### config.mk
export PLATFORM = sky130hd
export DESIGN_NAME = square_wave_tone_generator_unit
export DESIGN_NICKNAME = d
export VERILOG_FILES = /design/src/rtl/swtg_pkg.sv /design/src/rtl/swtg_front.sv /design/src/rtl/swtg_queue.sv /design/src/rtl/swtg_back.sv /design/src/rtl/square_wave_tone_generator_unit.sv
export SDC_FILE = /design/constraint.sdc
export NUM_CORES = 1
export LEC_CHECK = 0
export BUFFER_PORTS_ARGS = -buffer_cell sky130_fd_sc_hd__buf_4
export CORE_AREA = 2 2 139 208
export DETAILED_ROUTE_END_ITERATION = 7
export DIE_AREA = 0 0 141 210
export GPL_ROUTABILITY_DRIVEN = 1
export PLACE_DENSITY_LB_ADDON = 0.08
export SLEW_MARGIN = 25
export SYNTH_ARGS = -nofsm -noshare
export SYNTH_HDL_FRONTEND = slang
export SYNTH_SLANG_ARGS = --single-unit
### constraint.sdc
create_clock -name clk_i -period 5.9 [get_ports clk_i]
set_input_delay 0.59 -clock clk_i [delete_from_list [all_inputs] [get_ports clk_i]]
set_output_delay 0.59 -clock clk_i [all_outputs]
set_load 0.005 [all_outputs]
### src/rtl/swtg_pkg.sv
`timescale 1ns / 1ps

package swtg_pkg;

  // Frequency limits and reset values of the bell registers
  localparam int unsigned FreqW       = 15;
  localparam int unsigned LenW        = 16;
  localparam int unsigned TcW         = 16;
  localparam int unsigned CfgDataW    = 16;
  localparam int unsigned InDataW     = 32;
  localparam int unsigned OutDataW    = 24;

  localparam logic [FreqW-1:0] FreqMin          = 15'd3;
  localparam logic [FreqW-1:0] FreqMax          = 15'd20000;
  localparam logic [FreqW-1:0] BellPitchReset   = 15'd440;
  localparam logic [LenW-1:0]  BellLengthReset  = 16'd12;

  // 750000 / (4 * f) is taken as (750000 / 4) / f, which gives the same floor
  localparam int unsigned ToneClock   = 750000;
  localparam int unsigned DividendW   = 18;
  localparam logic [DividendW-1:0] ToneDividend = DividendW'(ToneClock / 4);
  localparam int unsigned StepW       = $clog2(DividendW);

  localparam int unsigned QueueDepth  = 2;
  localparam int unsigned QueuePtrW   = $clog2(QueueDepth);
  localparam int unsigned QueueCntW   = $clog2(QueueDepth + 1);

  typedef enum logic [1:0] {
    OP_PLAY     = 2'd0,
    OP_BELL     = 2'd1,
    OP_DUR_TICK = 2'd2,
    OP_CNT_TICK = 2'd3
  } op_e;

  typedef enum logic {
    CFG_BELL_PITCH  = 1'b0,
    CFG_BELL_LENGTH = 1'b1
  } cfg_idx_e;

  typedef enum logic [1:0] {
    KIND_START    = 2'd0,
    KIND_REJECT   = 2'd1,
    KIND_DUR_TICK = 2'd2,
    KIND_CNT_TICK = 2'd3
  } kind_e;

  typedef struct packed {
    kind_e            kind;
    logic [FreqW-1:0] freq;
    logic [LenW-1:0]  len;
  } cmd_t;

endpackage

### src/rtl/swtg_front.sv
`timescale 1ns / 1ps

module swtg_front (
  input  logic                          clk_i,
  input  logic                          rst_ni,
  input  logic                          cfg_valid_i,
  output logic                          cfg_ready_o,
  input  logic                          cfg_index_i,
  input  logic [swtg_pkg::CfgDataW-1:0] cfg_data_i,
  input  logic                          s_axis_tvalid_i,
  output logic                          s_axis_tready_o,
  input  logic [swtg_pkg::InDataW-1:0]  s_axis_tdata_i,
  input  logic [1:0]                    s_axis_tuser_i,
  input  logic                          full_i,
  output logic                          push_o,
  output swtg_pkg::cmd_t                cmd_o
);

  logic [swtg_pkg::FreqW-1:0] bell_pitch_q, bell_pitch_d;
  logic [swtg_pkg::LenW-1:0]  bell_length_q, bell_length_d;
  swtg_pkg::op_e              op;
  logic [swtg_pkg::FreqW-1:0] in_freq;
  logic [swtg_pkg::LenW-1:0]  in_len;
  logic [swtg_pkg::FreqW-1:0] sel_freq;
  logic [swtg_pkg::LenW-1:0]  sel_len;
  logic                       in_range;

  assign cfg_ready_o = 1'b1;

  always_comb begin
    bell_pitch_d  = bell_pitch_q;
    bell_length_d = bell_length_q;
    if (cfg_valid_i) begin
      unique case (swtg_pkg::cfg_idx_e'(cfg_index_i))
        swtg_pkg::CFG_BELL_PITCH:  bell_pitch_d  = cfg_data_i[swtg_pkg::FreqW-1:0];
        swtg_pkg::CFG_BELL_LENGTH: bell_length_d = cfg_data_i[swtg_pkg::LenW-1:0];
        default: ;
      endcase
    end
  end

  always_ff @(posedge clk_i or negedge rst_ni) begin
    if (!rst_ni) begin
      bell_pitch_q  <= swtg_pkg::BellPitchReset;
      bell_length_q <= swtg_pkg::BellLengthReset;
    end else begin
      bell_pitch_q  <= bell_pitch_d;
      bell_length_q <= bell_length_d;
    end
  end

  assign op      = swtg_pkg::op_e'(s_axis_tuser_i);
  assign in_freq = s_axis_tdata_i[swtg_pkg::FreqW-1:0];
  assign in_len  = s_axis_tdata_i[swtg_pkg::FreqW +: swtg_pkg::LenW];

  // Bell requests take pitch and length from the registers
  assign sel_freq = (op == swtg_pkg::OP_BELL) ? bell_pitch_q : in_freq;
  assign sel_len  = (op == swtg_pkg::OP_BELL) ? bell_length_q : in_len;
  assign in_range = (sel_freq >= swtg_pkg::FreqMin) && (sel_freq <= swtg_pkg::FreqMax) &&
                    (sel_len != '0);

  always_comb begin
    cmd_o.freq = sel_freq;
    cmd_o.len  = sel_len;
    unique case (op)
      swtg_pkg::OP_PLAY, swtg_pkg::OP_BELL:
        cmd_o.kind = in_range ? swtg_pkg::KIND_START : swtg_pkg::KIND_REJECT;
      swtg_pkg::OP_DUR_TICK: cmd_o.kind = swtg_pkg::KIND_DUR_TICK;
      swtg_pkg::OP_CNT_TICK: cmd_o.kind = swtg_pkg::KIND_CNT_TICK;
      default:               cmd_o.kind = swtg_pkg::KIND_REJECT;
    endcase
  end

  assign s_axis_tready_o = !full_i;
  assign push_o          = s_axis_tvalid_i && !full_i;

endmodule

### src/rtl/swtg_queue.sv
`timescale 1ns / 1ps

module swtg_queue (
  input  logic           clk_i,
  input  logic           rst_ni,
  input  logic           push_i,
  input  swtg_pkg::cmd_t cmd_i,
  output logic           full_o,
  input  logic           pop_i,
  output logic           valid_o,
  output swtg_pkg::cmd_t cmd_o
);

  swtg_pkg::cmd_t                  slot_q [swtg_pkg::QueueDepth];
  logic [swtg_pkg::QueuePtrW-1:0]  wr_ptr_q, wr_ptr_d;
  logic [swtg_pkg::QueuePtrW-1:0]  rd_ptr_q, rd_ptr_d;
  logic [swtg_pkg::QueueCntW-1:0]  count_q, count_d;

  assign full_o  = (count_q == swtg_pkg::QueueCntW'(swtg_pkg::QueueDepth));
  assign valid_o = (count_q != '0);
  assign cmd_o   = slot_q[rd_ptr_q];

  always_comb begin
    wr_ptr_d = wr_ptr_q;
    rd_ptr_d = rd_ptr_q;
    count_d  = count_q;
    if (push_i) begin
      wr_ptr_d = wr_ptr_q + 1'b1;
    end
    if (pop_i) begin
      rd_ptr_d = rd_ptr_q + 1'b1;
    end
    if (push_i && !pop_i) begin
      count_d = count_q + 1'b1;
    end else if (!push_i && pop_i) begin
      count_d = count_q - 1'b1;
    end
  end

  always_ff @(posedge clk_i or negedge rst_ni) begin
    if (!rst_ni) begin
      wr_ptr_q <= '0;
      rd_ptr_q <= '0;
      count_q  <= '0;
    end else begin
      wr_ptr_q <= wr_ptr_d;
      rd_ptr_q <= rd_ptr_d;
      count_q  <= count_d;
    end
  end

  always_ff @(posedge clk_i) begin
    if (push_i) begin
      slot_q[wr_ptr_q] <= cmd_i;
    end
  end

endmodule

### src/rtl/swtg_back.sv
`timescale 1ns / 1ps

module swtg_back (
  input  logic                          clk_i,
  input  logic                          rst_ni,
  input  logic                          valid_i,
  input  swtg_pkg::cmd_t                cmd_i,
  output logic                          pop_o,
  output logic                          m_axis_tvalid_o,
  input  logic                          m_axis_tready_i,
  output logic [swtg_pkg::OutDataW-1:0] m_axis_tdata_o
);

  typedef enum logic [2:0] {
    ST_IDLE  = 3'b001,
    ST_DIV   = 3'b010,
    ST_WRITE = 3'b100
  } state_e;

  state_e state_q, state_d;

  // Tone state
  logic [swtg_pkg::TcW-1:0]  reload_q, reload_d;
  logic [swtg_pkg::TcW-1:0]  down_q, down_d;
  logic                      level_q, level_d;
  logic                      active_q, active_d;
  logic [swtg_pkg::LenW-1:0] ticks_q, ticks_d;

  // Divider
  logic [swtg_pkg::FreqW-1:0]     freq_q, freq_d;
  logic [swtg_pkg::LenW-1:0]      len_q, len_d;
  logic [swtg_pkg::FreqW-1:0]     rem_q, rem_d;
  logic [swtg_pkg::DividendW-1:0] dvd_q, dvd_d;
  logic [swtg_pkg::DividendW-1:0] quo_q, quo_d;
  logic [swtg_pkg::StepW-1:0]     step_q, step_d;
  logic [swtg_pkg::FreqW:0]       trial;
  logic [swtg_pkg::FreqW:0]       diff;
  logic                           fits;

  // Output register
  logic                          out_valid_q, out_valid_d;
  logic [swtg_pkg::OutDataW-1:0] out_data_q, out_data_d;
  logic                          out_free;
  logic                          acc;
  logic                          load;

  logic [swtg_pkg::LenW-1:0] ticks_dec;
  logic [swtg_pkg::TcW-1:0]  down_dec;

  assign out_free = !out_valid_q || m_axis_tready_i;
  assign pop_o    = valid_i && (state_q == ST_IDLE) && out_free;

  assign trial = {rem_q, dvd_q[swtg_pkg::DividendW-1]};
  assign diff  = trial - {1'b0, freq_q};
  assign fits  = trial >= {1'b0, freq_q};

  assign ticks_dec = ticks_q - 1'b1;
  assign down_dec  = down_q - 1'b1;

  always_comb begin
    state_d  = state_q;
    reload_d = reload_q;
    down_d   = down_q;
    level_d  = level_q;
    active_d = active_q;
    ticks_d  = ticks_q;
    freq_d   = freq_q;
    len_d    = len_q;
    rem_d    = rem_q;
    dvd_d    = dvd_q;
    quo_d    = quo_q;
    step_d   = step_q;
    acc      = 1'b0;
    load     = 1'b0;

    unique case (state_q)
      ST_IDLE: begin
        if (pop_o) begin
          case (cmd_i.kind)
            swtg_pkg::KIND_START: begin
              freq_d  = cmd_i.freq;
              len_d   = cmd_i.len;
              rem_d   = '0;
              dvd_d   = swtg_pkg::ToneDividend;
              quo_d   = '0;
              step_d  = swtg_pkg::StepW'(swtg_pkg::DividendW - 1);
              state_d = ST_DIV;
            end
            swtg_pkg::KIND_DUR_TICK: begin
              load = 1'b1;
              if (active_q) begin
                ticks_d = ticks_dec;
                if (ticks_dec == '0) begin
                  active_d = 1'b0;
                  level_d  = 1'b0;
                end
              end
            end
            swtg_pkg::KIND_CNT_TICK: begin
              load = 1'b1;
              if (active_q) begin
                if (down_dec == '0) begin
                  level_d = !level_q;
                  down_d  = reload_q;
                end else begin
                  down_d = down_dec;
                end
              end
            end
            default: load = 1'b1;
          endcase
        end
      end
      ST_DIV: begin
        // One restoring step per cycle, most significant dividend bit first
        rem_d = fits ? diff[swtg_pkg::FreqW-1:0] : trial[swtg_pkg::FreqW-1:0];
        quo_d = {quo_q[swtg_pkg::DividendW-2:0], fits};
        dvd_d = {dvd_q[swtg_pkg::DividendW-2:0], 1'b0};
        if (step_q == '0) begin
          state_d = ST_WRITE;
        end else begin
          step_d = step_q - 1'b1;
        end
      end
      ST_WRITE: begin
        if (out_free) begin
          reload_d = quo_q[swtg_pkg::TcW-1:0];
          down_d   = quo_q[swtg_pkg::TcW-1:0];
          level_d  = 1'b0;
          active_d = 1'b1;
          ticks_d  = len_q;
          acc      = 1'b1;
          load     = 1'b1;
          state_d  = ST_IDLE;
        end
      end
      default: state_d = ST_IDLE;
    endcase
  end

  always_comb begin
    out_valid_d = out_valid_q;
    out_data_d  = out_data_q;
    if (load) begin
      out_valid_d = 1'b1;
      out_data_d  = {(swtg_pkg::OutDataW - swtg_pkg::TcW - 3)'(0),
                     reload_d, acc, active_d, level_d};
    end else if (m_axis_tready_i) begin
      out_valid_d = 1'b0;
    end
  end

  always_ff @(posedge clk_i or negedge rst_ni) begin
    if (!rst_ni) begin
      state_q     <= ST_IDLE;
      reload_q    <= '0;
      down_q      <= '0;
      level_q     <= 1'b0;
      active_q    <= 1'b0;
      ticks_q     <= '0;
      step_q      <= '0;
      out_valid_q <= 1'b0;
    end else begin
      state_q     <= state_d;
      reload_q    <= reload_d;
      down_q      <= down_d;
      level_q     <= level_d;
      active_q    <= active_d;
      ticks_q     <= ticks_d;
      step_q      <= step_d;
      out_valid_q <= out_valid_d;
    end
  end

  always_ff @(posedge clk_i) begin
    freq_q     <= freq_d;
    len_q      <= len_d;
    rem_q      <= rem_d;
    dvd_q      <= dvd_d;
    quo_q      <= quo_d;
    out_data_q <= out_data_d;
  end

  assign m_axis_tvalid_o = out_valid_q;
  assign m_axis_tdata_o  = out_data_q;

  a_stop_low: assert property (@(posedge clk_i) disable iff (!rst_ni)
    $fell(active_q) |-> !level_q)
    else $error("tone stopped with speaker high");

  a_reload_nonzero: assert property (@(posedge clk_i) disable iff (!rst_ni)
    active_q |-> (reload_q != '0))
    else $error("sounding with zero time constant");

  a_quotient_fits: assert property (@(posedge clk_i) disable iff (!rst_ni)
    (state_q == ST_WRITE) |-> (quo_q[swtg_pkg::DividendW-1:swtg_pkg::TcW] == '0))
    else $error("time constant overflows 16 bits");

  a_no_pop_busy: assert property (@(posedge clk_i) disable iff (!rst_ni)
    (state_q != ST_IDLE) |-> !pop_o)
    else $error("command taken while divider busy");

  a_div_done: assert property (@(posedge clk_i) disable iff (!rst_ni)
    (state_q == ST_DIV) && (step_q == '0) |=> (state_q == ST_WRITE))
    else $error("divider did not finish on last step");

endmodule

### src/rtl/square_wave_tone_generator_unit.sv
`timescale 1ns / 1ps

// Channel   Direction  Handshake                      Payload
// s_axis    in         s_axis_tvalid_i/tready_o       tdata: freq, duration_ticks; tuser: op
// m_axis    out        m_axis_tvalid_o/tready_i       tdata: speaker, sounding, accepted,
//                                                     time_constant
// cfg       in         cfg_valid_i/cfg_ready_o        cfg_index_i, cfg_data_i
//
// Tick words and rejected requests are done in the back end's idle state as they leave the queue.
// An accepted play or bell word is issued from the idle state, runs 18 restoring divide steps
// of 187500 / freq in the shared divider, then commits once the output register is free.
// Reset (rst_ni low) clears the tone state, the queue and the output valid flag at once.
// A two-word queue lets input words be taken while the divider works or the output stalls.

module square_wave_tone_generator_unit (
  input  logic                          clk_i,
  input  logic                          rst_ni,
  input  logic                          cfg_valid_i,
  output logic                          cfg_ready_o,
  input  logic                          cfg_index_i,
  input  logic [swtg_pkg::CfgDataW-1:0] cfg_data_i,
  input  logic                          s_axis_tvalid_i,
  output logic                          s_axis_tready_o,
  // [14:0] freq, [30:15] duration_ticks, [31] zero
  input  logic [swtg_pkg::InDataW-1:0]  s_axis_tdata_i,
  // [1:0] op
  input  logic [1:0]                    s_axis_tuser_i,
  output logic                          m_axis_tvalid_o,
  input  logic                          m_axis_tready_i,
  // [0] speaker, [1] sounding, [2] accepted, [18:3] time_constant, [23:19] zero
  output logic [swtg_pkg::OutDataW-1:0] m_axis_tdata_o
);

  logic           push;
  logic           full;
  logic           pop;
  logic           queue_valid;
  swtg_pkg::cmd_t front_cmd;
  swtg_pkg::cmd_t queue_cmd;

  swtg_front u_front (
    .clk_i           (clk_i),
    .rst_ni          (rst_ni),
    .cfg_valid_i     (cfg_valid_i),
    .cfg_ready_o     (cfg_ready_o),
    .cfg_index_i     (cfg_index_i),
    .cfg_data_i      (cfg_data_i),
    .s_axis_tvalid_i (s_axis_tvalid_i),
    .s_axis_tready_o (s_axis_tready_o),
    .s_axis_tdata_i  (s_axis_tdata_i),
    .s_axis_tuser_i  (s_axis_tuser_i),
    .full_i          (full),
    .push_o          (push),
    .cmd_o           (front_cmd)
  );

  swtg_queue u_queue (
    .clk_i   (clk_i),
    .rst_ni  (rst_ni),
    .push_i  (push),
    .cmd_i   (front_cmd),
    .full_o  (full),
    .pop_i   (pop),
    .valid_o (queue_valid),
    .cmd_o   (queue_cmd)
  );

  swtg_back u_back (
    .clk_i           (clk_i),
    .rst_ni          (rst_ni),
    .valid_i         (queue_valid),
    .cmd_i           (queue_cmd),
    .pop_o           (pop),
    .m_axis_tvalid_o (m_axis_tvalid_o),
    .m_axis_tready_i (m_axis_tready_i),
    .m_axis_tdata_o  (m_axis_tdata_o)
  );

endmodule

==> summary.txt <==
Timing
  – Worst-Margin Slew: 0.907 ns
  – Maximum clock frequency: 0.307 GHz
  – Final hold vios: 0
  – Setup TNS: 0 ns
  – Slew headroom: 0.394
  – Final Cycle Share: 0.552
  – Final setup viols: 0
  – Final setup margin: 2.64 ns
  – Slew Limit Fails: 0
  – Worst Skew: 0.0161 ns
  – RSZ-0062 raised after global routing: no
  – Final min period: 3.26 ns

Setup path
  – CP Capture Type: register
  – Delay-heaviest family, CP: simple AND/OR/NAND/NOR gates
  – Crit start category: register
  – Crit path buf inv count: 4
  – Setup Crit Path Kind: reg -> reg
  – Start of the worst register-to-register path: u_back.state_q[0]$_DFFE_PN1P_
  – Worst path slowest cell: nand2_1
  – RR Endpoint: u_back.down_q[9]$_DFFE_PN0P_
  – Worst EP required: 6.33 ns
  – Reg2Reg Setup Slack: 2.64 ns
  – Crit-path max cell delay: 0.73 ns
  – CP arrival: 3.69 ns
  – Crit-path cells: nor3b_2, buf_4, nand2_1, inv_1, buf_4, a31oi_4, buf_4, nor3_1, nor4_1
  – Top cell by count, worst path: buf_4
  – Worst-path maximum fanout: 47
  – R2R depth: 9

CTS
  – Post-CTS setup buffer count: 0
  – CTS Buffer Depth: 3
  – Root Driver: clkbuf_16
  – Post-CTS sizing: 0
  – Clock sink count: 257
  – CTS tree: done
  – Hold buffers post-CTS: 1
  – Clk Latency, worst-skew pair: 0.54 ns
  – CTS buffer count: 27
  – Maximum level of the CTS H-tree: 1
  – Reg clk slew, reported paths: 0.06 ns

Cells and area
  – Post-layout util: 0.505
  – Antenna cells: 0
  – P&R area growth vs syn: 14.0%
  – Most frequent cells in the layout: edfxtp_1 (163), mux2_2 (91), buf_4 (89), dfrtp_1 (86), nand2_1 (79)
  – Filler cells: 2480
  – Share of cells above drive strength 1: 0.241
  – Nets@finish: 1166
  – Final Instance Area: 14100 um2
  – Most common cell after layout, fill and taps aside: edfxtp_1

Worst hold path
  – Hold Path Stages: 2
  – Worst min path class: in -> reg
  – Hold path endpoint: u_front.bell_length_q[15]$_DFFE_PN0P_
  – Min-delay src: cfg_data_i[15]

Synthesis
  – Synth cell types: 78
  – Number of synthesis warnings: 0
  – Avg Inst Size Synth: 12.1 um2
  – Syn Inst Count: 1019
  – Ys flop type: edfxtp_1
  – Yosys reg bits: 257
  – Share of synthesized flip-flops with an asynchronous set or reset: 0.366
  – Sequential area share after synthesis: 0.588
  – Number of synthesized flops with an enable pin: 163
  – Post-Synthesis Cell Area: 12400 um2

GRT
  – Initial antenna violation count: 0
  – Total track usage: 0.184
  – First-pass GRT wire length: 43200 um
  – Largest net degree at the start of global routing: 64
  – Congestion Overflow GR: 0
  – Vias in the first global route: 8228

Routing
  – Drt pass-1 iters: 4
  – Routed wire length: 26800 um
  – Via count: 8011
  – Routed len/inst: 18.5 um
  – Via density: 5.52
  – DRC Markers: 0
  – Iteration-0 DRC Markers: 287
  – ANT nets after route: 0

Floorplan
  – Cell Rows: 75
  – Die area: 29600 um2
  – Initial Utilization: 0.443
  – Ports: 83
  – Die Wd: 141 um
  – Core Region: 27900 um2
  – Die Height: 210 um

Status
  – Status: completed

Power
  – Worst VDD drop: 0.262 mV
  – Cell Pwr Density: 442 nW/um2
  – Power, Total: 6.22 mW
  – Leak: 5.35 nW

Placement
  – Post-DP HPWL: 18500 um
  – Pre-CTS setup slack: 2.60 ns
  – Placed Area: 13200 um2
  – IO Port Bufs: 75
  – Placer Congestion: 0.822

Run
  – Max_cap viols: 0
==> cells in the mapped netlist, types with 6 or more instances <==
cell type | number | area (um2)
a31oi_1 | 10 | 62.6
inv_1 | 36 | 135
mux2_2 | 91 | 1020
ha_1 | 22 | 275
nand2b_1 | 14 | 87.6
edfxtp_1 | 163 | 4890
clkbuf_8 | 7 | 96.3
or4_1 | 6 | 45.0
dfrtp_1 | 86 | 2150
and2_1 | 24 | 150
and3_1 | 6 | 37.5
o22ai_1 | 6 | 37.5
a211oi_1 | 7 | 52.6
nor4_1 | 21 | 131
or3_1 | 10 | 62.6
nor2b_1 | 6 | 37.5
nor3_1 | 40 | 200
a21oi_1 | 48 | 240
o21a_1 | 7 | 52.6
clkbuf_1 | 33 | 124
nor2_1 | 66 | 248
nand2_1 | 80 | 300
o21ai_0 | 47 | 235
mux2i_1 | 7 | 70.1
buf_4 | 8 | 60.1
nand3_1 | 23 | 115
dfstp_2 | 8 | 210
xor2_1 | 7 | 61.3
xnor2_1 | 11 | 96.3
nand4_1 | 6 | 37.5
==> cells by family after synthesis <==
group | share of synthesized area
XOR/XNOR | 0.0128
other | 0.000608
multiplexers | 0.0886
AND/OR/NAND/NOR | 0.146
AO/OA/AOI/OAI | 0.102
adder cells (fa/ha/maj) | 0.0239
buffers and inverters | 0.0386
flip-flops | 0.588
==> area by class of cell <==
| class | count | area (um2) | share of cell area |
|---|---|---|---|
| clock buffer | 35 | 726 | 0.0516 |
| clock inverter | 13 | 96.3 | 0.00684 |
| inverter | 37 | 139 | 0.00987 |
| multi-input combinational | 672 | 4700 | 0.334 |
| sequential | 257 | 7260 | 0.516 |
| tap | 346 | 433 | 0.0308 |
| timing repair buffer | 92 | 726 | 0.0516 |
==> routing by layer <==
layer  GRT usage  routed length, um  vias up
met3      0.0248                923       43
met5           0                  0        -
li1            -                  -     3915
met4      0.0648                692        0
met1       0.217              11000     3902
met2       0.340              14300      151
==> flip-flops by register name (all words and copies together) (netlist names), 2 cells and up <==
signal                 count
u_back.freq_q             15
u_back.ticks_q            16
u_back.dvd_q              16
u_back.quo_q              16
u_back.down_q             16
u_back.state_q             3
u_back.reload_q           16
u_queue.slot_q            66
u_back.rem_q              15
u_front.bell_length_q     16
u_front.bell_pitch_q      15
u_back.m_axis_tdata_o     19
u_back.step_q              5
u_queue.count_q            2
u_back.len_q              16
==> through the flow <==
stage          std cells  hold WS (ns)
5_1_grt             1452         0.268
6_report            1452         0.280
3_3_place_gp        1402         0.482
4_1_cts             1451         0.253
3_5_place_dp        1402         0.488
2_1_floorplan       1023         0.294
==> power by group <==
part	internal [mW]	switching, mW
logic	0.810	1.09
clock network	0.910	0.684
registers	2.48	0.243
total	4.20	2.01
==> worst max-delay path by stage <==
stage / start / cells after the start / endpoint
after floorplan: u_back.state_q[0]$_DFFE_PN1P_ / 3 / u_back.dvd_q[10]$_SDFFCE_PN1P_
after global placement: u_back.state_q[0]$_DFFE_PN1P_ / 9 / u_back.down_q[9]$_DFFE_PN0P_
after detailed placement: s_axis_tuser_i[1] / 7 / u_queue.slot_q[1][31]$_DFFE_PP_
after CTS: u_back.state_q[0]$_DFFE_PN1P_ / 9 / u_back.down_q[9]$_DFFE_PN0P_
after global routing: u_back.state_q[0]$_DFFE_PN1P_ / 9 / u_back.down_q[9]$_DFFE_PN0P_
final: u_back.state_q[0]$_DFFE_PN1P_ / 9 / u_back.down_q[9]$_DFFE_PN0P_
(Power assumes the default switching activity.)
